===== config.mk =====
export PLATFORM = sky130hd
export DESIGN_NAME = ascii_command_frame_parser
export DESIGN_NICKNAME = d
export VERILOG_FILES = /design/src/afp_pkg.sv /design/src/afp_front.sv /design/src/afp_queue.sv /design/src/afp_back.sv /design/src/ascii_command_frame_parser.sv
export VERILOG_INCLUDE_DIRS = /design/src /design/src/src
export SDC_FILE = /design/constraint.sdc
export NUM_CORES = 1
export LEC_CHECK = 0
export ABC_AREA = 1
export BUFFER_PORTS_ARGS = -buffer_cell sky130_fd_sc_hd__buf_2
export CAP_MARGIN = 10
export CORE_UTILIZATION = 57
export CTS_CLUSTER_SIZE = 40
export DETAILED_ROUTE_END_ITERATION = 10
export GPL_ROUTABILITY_DRIVEN = 1
export PLACE_DENSITY = 0.79
export SYNTH_ARGS = -nofsm -noshare
export SYNTH_HDL_FRONTEND = slang
export SYNTH_SLANG_ARGS = --single-unit

===== constraint.sdc =====
create_clock -name clk -period 5 [get_ports clk]
set_clock_uncertainty 0.2 [all_clocks]
set_input_delay 0.5 -clock clk [delete_from_list [all_inputs] [get_ports clk]]
set_output_delay 0.5 -clock clk [all_outputs]
set_load 0.02 [all_outputs]

===== src/assert_macros.svh =====
// assertion macros used by the parser top level
`ifndef ASSERT_MACROS_SVH
`define ASSERT_MACROS_SVH
`ifndef SYNTHESIS
`define ASSERT_IMPLIES(label, clk, rst, ante, cons, msg) \
  label: assert property (@(posedge clk) disable iff (rst) (ante) |-> (cons)) \
    else $error(msg);
`define ASSERT_NEXT(label, clk, rst, ante, cons, msg) \
  label: assert property (@(posedge clk) disable iff (rst) (ante) |=> (cons)) \
    else $error(msg);
`else
`define ASSERT_IMPLIES(label, clk, rst, ante, cons, msg)
`define ASSERT_NEXT(label, clk, rst, ante, cons, msg)
`endif
`endif


===== src/afp_pkg.sv =====
// types and constants of the frame parser
package afp_pkg;

  localparam int DEF_MAX_FIELDS      = 8;
  localparam int DEF_MAX_FIELD_CHARS = 9;
  localparam int DEF_QUEUE_DEPTH     = 4;

  localparam logic [7:0] CH_TAB     = 8'h09;
  localparam logic [7:0] CH_LF      = 8'h0A;
  localparam logic [7:0] CH_VT      = 8'h0B;
  localparam logic [7:0] CH_FF      = 8'h0C;
  localparam logic [7:0] CH_CR      = 8'h0D;
  localparam logic [7:0] CH_SPACE   = 8'h20;
  localparam logic [7:0] CH_PERCENT = 8'h25;
  localparam logic [7:0] CH_PLUS    = 8'h2B;
  localparam logic [7:0] CH_COMMA   = 8'h2C;
  localparam logic [7:0] CH_MINUS   = 8'h2D;
  localparam logic [7:0] CH_ZERO    = 8'h30;
  localparam logic [7:0] CH_NINE    = 8'h39;

  typedef enum logic [2:0] {
    KIND_START,
    KIND_SEP,
    KIND_END,
    KIND_DIGIT,
    KIND_SPACE,
    KIND_PLUS,
    KIND_MINUS,
    KIND_OTHER
  } kind_t;

  typedef struct packed {
    kind_t      kind;
    logic [3:0] digit;
  } cls_t;

endpackage


===== src/afp_front.sv =====
// byte classifier feeding the beat queue
module afp_front (
  input  logic          in_valid,
  output logic          in_ready,
  input  logic [7:0]    rx_byte,
  output logic          q_valid,
  input  logic          q_ready,
  output afp_pkg::cls_t q_data
);
  import afp_pkg::*;

  assign q_valid  = in_valid;
  assign in_ready = q_ready;

  always_comb begin
    q_data.digit = rx_byte[3:0];
    if (rx_byte == CH_PERCENT) begin
      q_data.kind = KIND_START;
    end else if (rx_byte == CH_COMMA) begin
      q_data.kind = KIND_SEP;
    end else if (rx_byte == CH_LF) begin
      q_data.kind = KIND_END;
    end else if (rx_byte inside {[CH_ZERO:CH_NINE]}) begin
      q_data.kind = KIND_DIGIT;
    end else if (rx_byte inside {CH_TAB, CH_VT, CH_FF, CH_CR, CH_SPACE}) begin
      q_data.kind = KIND_SPACE;
    end else if (rx_byte == CH_PLUS) begin
      q_data.kind = KIND_PLUS;
    end else if (rx_byte == CH_MINUS) begin
      q_data.kind = KIND_MINUS;
    end else begin
      q_data.kind = KIND_OTHER;
    end
  end

endmodule


===== src/afp_queue.sv =====
// short register queue between classifier and parser
module afp_queue #(
  parameter int WIDTH = 7,
  parameter int DEPTH = 4
) (
  input  logic             clk,
  input  logic             rst,
  input  logic             push_valid,
  output logic             push_ready,
  input  logic [WIDTH-1:0] push_data,
  output logic             pop_valid,
  input  logic             pop_ready,
  output logic [WIDTH-1:0] pop_data
);
  localparam int AW = (DEPTH > 1) ? $clog2(DEPTH) : 1;
  localparam int CW = $clog2(DEPTH + 1);

  logic [WIDTH-1:0] mem [DEPTH];
  logic [AW-1:0]    wr_ptr;
  logic [AW-1:0]    rd_ptr;
  logic [CW-1:0]    count;
  logic             push;
  logic             pop;

  assign push_ready = (count != CW'(DEPTH));
  assign pop_valid  = (count != '0);
  assign pop_data   = mem[rd_ptr];
  assign push       = push_valid && push_ready;
  assign pop        = pop_valid && pop_ready;

  always_ff @(posedge clk) begin
    if (rst) begin
      wr_ptr <= '0;
      rd_ptr <= '0;
      count  <= '0;
    end else begin
      if (push) begin
        wr_ptr <= (wr_ptr == AW'(DEPTH - 1)) ? '0 : wr_ptr + 1'b1;
      end
      if (pop) begin
        rd_ptr <= (rd_ptr == AW'(DEPTH - 1)) ? '0 : rd_ptr + 1'b1;
      end
      if (push && !pop) begin
        count <= count + 1'b1;
      end else if (pop && !push) begin
        count <= count - 1'b1;
      end
    end
  end

  always_ff @(posedge clk) begin
    if (push) begin
      mem[wr_ptr] <= push_data;
    end
  end

endmodule


===== src/afp_back.sv =====
// field parser and result register
module afp_back #(
  parameter int MAX_FIELDS      = afp_pkg::DEF_MAX_FIELDS,
  parameter int MAX_FIELD_CHARS = afp_pkg::DEF_MAX_FIELD_CHARS
) (
  input  logic          clk,
  input  logic          rst,
  input  logic          q_valid,
  output logic          q_ready,
  input  afp_pkg::cls_t q_data,
  output logic          out_valid,
  input  logic          out_ready,
  output logic [31:0]   field_value,
  output logic [3:0]    field_index,
  output logic          value_valid,
  output logic          frame_end,
  output logic          frame_overflow
);
  import afp_pkg::*;

  localparam logic [31:0] SAT_MAG = 32'h8000_0000;
  localparam logic [31:0] POS_MAX = 32'h7FFF_FFFF;

  logic        in_frame, in_frame_next;
  logic        first_pending, first_pending_next;
  logic [31:0] accumulator, accumulator_next;
  logic        negative, negative_next;
  logic        digits_done, digits_done_next;
  logic        started, started_next;
  logic [3:0]  char_count, char_count_next;
  logic [3:0]  field_count, field_count_next;
  logic        overflowed, overflowed_next;

  logic        pop;
  logic        res;
  logic        emit;
  logic        is_end;
  logic [35:0] prod;
  logic [31:0] result_value;

  assign q_ready = !out_valid || out_ready;
  assign pop     = q_valid && q_ready;
  assign prod    = ({4'd0, accumulator} << 3) + ({4'd0, accumulator} << 1)
                   + {32'd0, q_data.digit};
  assign result_value = negative ? (32'd0 - accumulator)
                        : (accumulator[31] ? POS_MAX : accumulator);

  always_comb begin
    in_frame_next      = in_frame;
    first_pending_next = first_pending;
    accumulator_next   = accumulator;
    negative_next      = negative;
    digits_done_next   = digits_done;
    started_next       = started;
    char_count_next    = char_count;
    field_count_next   = field_count;
    overflowed_next    = overflowed;
    res                = 1'b0;
    emit               = 1'b0;
    is_end             = (q_data.kind == KIND_END);
    if (q_data.kind == KIND_START) begin
      in_frame_next      = 1'b1;
      first_pending_next = 1'b1;
      field_count_next   = '0;
      overflowed_next    = 1'b0;
      accumulator_next   = '0;
      negative_next      = 1'b0;
      digits_done_next   = 1'b0;
      started_next       = 1'b0;
      char_count_next    = '0;
    end else if (in_frame) begin
      case (q_data.kind)
        KIND_SEP, KIND_END: begin
          if (!first_pending || char_count != '0) begin
            if (field_count < 4'(MAX_FIELDS)) begin
              field_count_next = field_count + 1'b1;
              emit             = 1'b1;
            end else begin
              overflowed_next = 1'b1;
            end
          end
          res                = emit || is_end;
          first_pending_next = 1'b0;
          accumulator_next   = '0;
          negative_next      = 1'b0;
          digits_done_next   = 1'b0;
          started_next       = 1'b0;
          char_count_next    = '0;
          if (is_end) begin
            in_frame_next = 1'b0;
          end
        end
        default: begin
          if (char_count < 4'(MAX_FIELD_CHARS)) begin
            char_count_next = char_count + 1'b1;
            if (!digits_done) begin
              if (q_data.kind == KIND_DIGIT) begin
                accumulator_next = (prod > {4'd0, SAT_MAG}) ? SAT_MAG : prod[31:0];
                started_next     = 1'b1;
              end else if (!started && q_data.kind == KIND_SPACE) begin
                started_next = 1'b0;
              end else if (!started && (q_data.kind == KIND_PLUS
                                        || q_data.kind == KIND_MINUS)) begin
                negative_next = (q_data.kind == KIND_MINUS);
                started_next  = 1'b1;
              end else begin
                digits_done_next = 1'b1;
              end
            end
          end
        end
      endcase
    end
  end

  always_ff @(posedge clk) begin
    if (rst) begin
      in_frame      <= 1'b0;
      first_pending <= 1'b0;
      accumulator   <= '0;
      negative      <= 1'b0;
      digits_done   <= 1'b0;
      started       <= 1'b0;
      char_count    <= '0;
      field_count   <= '0;
      overflowed    <= 1'b0;
      out_valid     <= 1'b0;
    end else begin
      if (pop) begin
        in_frame      <= in_frame_next;
        first_pending <= first_pending_next;
        accumulator   <= accumulator_next;
        negative      <= negative_next;
        digits_done   <= digits_done_next;
        started       <= started_next;
        char_count    <= char_count_next;
        field_count   <= field_count_next;
        overflowed    <= overflowed_next;
      end
      if (pop && res) begin
        out_valid      <= 1'b1;
        field_value    <= emit ? result_value : '0;
        field_index    <= emit ? field_count_next : '0;
        value_valid    <= emit;
        frame_end      <= is_end;
        frame_overflow <= overflowed_next;
      end else if (out_ready) begin
        out_valid <= 1'b0;
      end
    end
  end

endmodule


===== src/ascii_command_frame_parser.sv =====
// top level of the ascii comma separated integer frame parser
// a field's closing beat passes through the queue entry, then its result is held in the parser's output register
// throughput: one byte per cycle while the queue has room and no output stall holds the parser
// the classifier queue absorbs output stalls of up to QUEUE_DEPTH beats
// reset: synchronous, empties the queue, drops any frame and clears the result
`include "assert_macros.svh"
module ascii_command_frame_parser #(
  parameter int MAX_FIELDS      = afp_pkg::DEF_MAX_FIELDS,
  parameter int MAX_FIELD_CHARS = afp_pkg::DEF_MAX_FIELD_CHARS,
  parameter int QUEUE_DEPTH     = afp_pkg::DEF_QUEUE_DEPTH
) (
  input  logic        clk,
  input  logic        rst,
  input  logic        in_valid,
  output logic        in_ready,
  input  logic [7:0]  rx_byte,
  output logic        out_valid,
  input  logic        out_ready,
  output logic [31:0] field_value,
  output logic [3:0]  field_index,
  output logic        value_valid,
  output logic        frame_end,
  output logic        frame_overflow
);
  import afp_pkg::*;

  logic f_valid, f_ready;
  cls_t f_data;
  logic b_valid, b_ready;
  cls_t b_data;

  afp_front u_front (
    .in_valid (in_valid),
    .in_ready (in_ready),
    .rx_byte  (rx_byte),
    .q_valid  (f_valid),
    .q_ready  (f_ready),
    .q_data   (f_data)
  );

  afp_queue #(
    .WIDTH ($bits(cls_t)),
    .DEPTH (QUEUE_DEPTH)
  ) u_queue (
    .clk        (clk),
    .rst        (rst),
    .push_valid (f_valid),
    .push_ready (f_ready),
    .push_data  (f_data),
    .pop_valid  (b_valid),
    .pop_ready  (b_ready),
    .pop_data   (b_data)
  );

  afp_back #(
    .MAX_FIELDS      (MAX_FIELDS),
    .MAX_FIELD_CHARS (MAX_FIELD_CHARS)
  ) u_back (
    .clk            (clk),
    .rst            (rst),
    .q_valid        (b_valid),
    .q_ready        (b_ready),
    .q_data         (b_data),
    .out_valid      (out_valid),
    .out_ready      (out_ready),
    .field_value    (field_value),
    .field_index    (field_index),
    .value_valid    (value_valid),
    .frame_end      (frame_end),
    .frame_overflow (frame_overflow)
  );

  // an emitted field carries a position inside the frame limit
  `ASSERT_IMPLIES(a_index_range, clk, rst, out_valid && value_valid, field_index != 4'd0 && field_index <= 4'(MAX_FIELDS), "field index out of range")
  // a beat without a value only closes a frame and carries zeros
  `ASSERT_IMPLIES(a_empty_is_end, clk, rst, out_valid && !value_valid, frame_end && field_value == 32'd0 && field_index == 4'd0, "empty result not at frame end")
  // no value once the frame has overflowed
  `ASSERT_IMPLIES(a_no_value_after_ovf, clk, rst, out_valid && value_valid, !frame_overflow, "value emitted after overflow")

endmodule


==> flow_summary.json <==
{
  "fin_nets": 1442,
  "dr.pass1.iters": 6,
  "io-pin-count": 53,
  "cp_data_required_time_ns": 5.14,
  "fillers": 1317,
  "yosysSeqAreaShare_pct": 34.64,
  "finalHoldViolations": 0,
  "fin_crit_ns": 4.199,
  "max_freq_mhz": 238.2,
  "mostFrequentLayoutCells": "nand2_1 (356), inv_1 (191), nor2_1 (143)",
  "synth_area_leaders": "edfxtp_1 (22%), nand2_1 (15%), dfxtp_1 (12%), ha_1 (10%), inv_1 (7.9%)",
  "arrival_ns": 4.34,
  "yosys.area.top_type": "edfxtp_1",
  "numCtsBuffers": 17,
  "r2r_cells": 23,
  "cap_viol_max_count": 0,
  "syn_avg_cell_area_um2": 6.926,
  "fin_tns_setup_ns": 0,
  "drtIter0Drc": 797,
  "crit_type": "flop to flop",
  "cts_hold_buffers": 0,
  "rrSetupSlack_ns": 0.80,
  "max_slew.worst_pin.slew_ns": 0.9789,
  "cts_buffer_depth": 2,
  "grt_first_pass_wirelength_mm": 35.72,
  "grt_max_degree": 44,
  "die_y_um": 128.0,
  "post-cts-setup-buffers": 0,
  "vias": 8523,
  "root_buffer": "clkbuf_16",
  "max_stage_delay_ns": 0.61,
  "routed_wl_mm": 22.27,
  "synth_edf_count": 67,
  "drive_gt1_share_pct": 8.791,
  "cts_sinks": 123,
  "period_share_pct": 83.97,
  "p_leak_nw": 4.757,
  "power_density_nw_per_um2": 305.2,
  "synth_top_area_share_pct": 22.24,
  "diodes": 0,
  "yosysWarnings": 0,
  "place_congestion": 0.9468,
  "cp_cell_sequence": "inv_2 > o21ai_0 > o22ai_1 > ha_1 > ha_1 > inv_1 > fa_1 > inv_1 > nand2_1 > nand2_1 > nand3_1 > nand2_1 > nand2_1 > nand2_1 > nand3_1 > nor2_1 > nand3_1 > nor2_1 > nand2_1 > o21ai_2 > buf_4 > nand3_1 > a21oi_1",
  "h-tree-depth": 4,
  "rsz0062_at_grt": "false",
  "row_count": 45,
  "syn_to_final_growth_pct": 11.25,
  "ys_types": 46,
  "async_flop_share_pct": 0,
  "hold_depth": 1,
  "clock_latency_ns": 0.42,
  "synth_seq_cells": 123,
  "report.final.slew_viol_count": 0,
  "place_inst": 1544,
  "peakVddDrop_mv": 0.2515,
  "gr-total-overflow": 0,
  "start_util_pct": 58.84,
  "die-area_um2": 16380,
  "hold_path.startpoint": "rx_byte[0]",
  "endpoint_kind": "flop",
  "cts_resized": 0,
  "cts_tree": "built",
  "drc": 0,
  "core_um2": 15370,
  "max-slew-margin-rel_pct": 34.59,
  "setup_viol": 0,
  "r2r_end": "u_back.accumulator[28]$_SDFFE_PP0P_",
  "io_buffers": 52,
  "die_x_um": 128.0,
  "grt_pass1_vias": 7391,
  "cp-start-kind": "flop",
  "clk_pin_slew_ns": 0.06,
  "status": "completed",
  "synthesis.area_um2": 9045,
  "grt_use_total_pct": 27.91,
  "antenna_left": 0,
  "hpwl_mm": 17.02,
  "slowest_stage": "dfxtp_1",
  "synth_cells": 1306,
  "final_common_cell": "nand2_1",
  "avgRoutedWirePerCell_um": 14.13,
  "via_per_inst": 5.408,
  "synth_ff_type": "edfxtp_1",
  "hp-class": "input port to flop",
  "critical_path_peak_fanout": 31,
  "fin_cells": 1576,
  "grt_antenna_before_repair": 0,
  "synth_nets": 1396,
  "path_common_cell": "nand2_1",
  "hold_path_end": "u_queue.mem[2][0]$_DFFE_PP_"
}
[synthesized netlist by cell type (4+ instances only)]
library cell	number
nor3_1	17
o22ai_1	10
o21ai_1	4
nor2_1	145
clkbuf_1	15
or2_2	7
and2_1	6
o21ai_0	41
buf_2	15
a211oi_1	5
ha_1	75
edfxtp_1	67
nand2_1	356
a21oi_1	101
nor4_1	4
nand3b_1	10
o211ai_1	4
inv_1	191
a21oi_2	9
a31oi_1	9
nand3_1	98
nand4_1	22
dfxtp_1	56
[state kept, by name (all words and copies together) (netlist names), named ones only]
name and flops:
u_back.accumulator 32, u_back.field_value 32, u_queue.mem 28, u_back.char_count 4, u_back.field_count 4, u_back.field_index 4
u_queue.count 3, u_queue.rd_ptr 2, u_queue.wr_ptr 2, u_back.digits_done 1, u_back.first_pending 1, u_back.frame_end 1
u_back.frame_overflow 1, u_back.in_frame 1, u_back.negative 1, u_back.out_valid 1, u_back.overflowed 1, u_back.started 1
u_back.value_valid 1
[kinds of logic after synthesis]
logic type	count (synthesis)	share of synthesized area [%]
compound gates	199	12.46
simple gates	675	31.66
fa+ha+maj	78	11.04
xor+xnor	4	0.3874
flops	123	34.64
buf+inv	227	9.808
[worst max-delay path: cells and delay by family, from the launching register on]
kind	cells	cell delay, ns
buffers and inverters	4	0.70
adders and majority gates	3	0.87
DFF	1	0.61
and+or+nand+nor	12	1.15
AOI/OAI and AO/OA	4	0.56
[per-layer routing]
layer / vias to the layer above / global-route usage [%] / wire length [um]
met3: 23 / 6.386 / 1750
met2: 289 / 43.13 / 9683
met5: - / 0 / 0
met4: 0 / 8.166 / 255
li1: 4411 / - / -
met1: 3800 / 38.94 / 10590
[metrics by stage]
step	hold slack [ns]	total power [mW]	area (um2)	utilization, %	setup WS, ns
finish	0.1339	3.071	10060	65.46	0.8013
global placement	0.2541	1.863	9482	61.69	1.044
floorplan	0.2368	1.742	9045	-	1.401
detailed placement	0.2580	1.882	9482	61.69	0.9279
global route	0.1351	3.226	10060	65.46	0.4769
CTS	0.1214	3.075	10060	65.46	0.8707
[final cells by class]
cell class                      count  area, um2  area share, %
Multi-Input combinational cell    956       5039          50.07
Sequential cell                   123       3133          31.14
Inverter                          195      733.2          7.287
Clock buffer                       20      467.9          4.651
Timing Repair Buffer               59      312.8          3.109
Tap cell                          211      264.0          2.624
Clock inverter                     12      112.6          1.119
[how the worst max path moves through the flow]
stage | from | end | slack, ns | depth (start not counted)
finish | flop | u_back.accumulator[28]$_SDFFE_PP0P_ | 0.80 | 23
CTS | flop | u_back.accumulator[28]$_SDFFE_PP0P_ | 0.87 | 23
detailed placement | flop | u_back.accumulator[28]$_SDFFE_PP0P_ | 0.93 | 23
global placement | flop | u_back.accumulator[0]$_SDFFE_PP0P_ | 1.04 | 23
floorplan | flop | u_back.field_index[0]$_SDFFCE_PN0P_ | 1.40 | 13
global route | flop | u_back.accumulator[3]$_SDFFE_PP0P_ | 0.48 | 23
[where the power goes]
| part | switching (mW) | total (mW) | internal [mW] |
|---|---|---|---|
| Clock | 0.455 | 1.18 | 0.729 |
| Sequential | 0.0679 | 1.22 | 1.15 |
| Combinational | 0.460 | 0.671 | 0.211 |
Note: power is estimated with default switching activity, not from simulation.
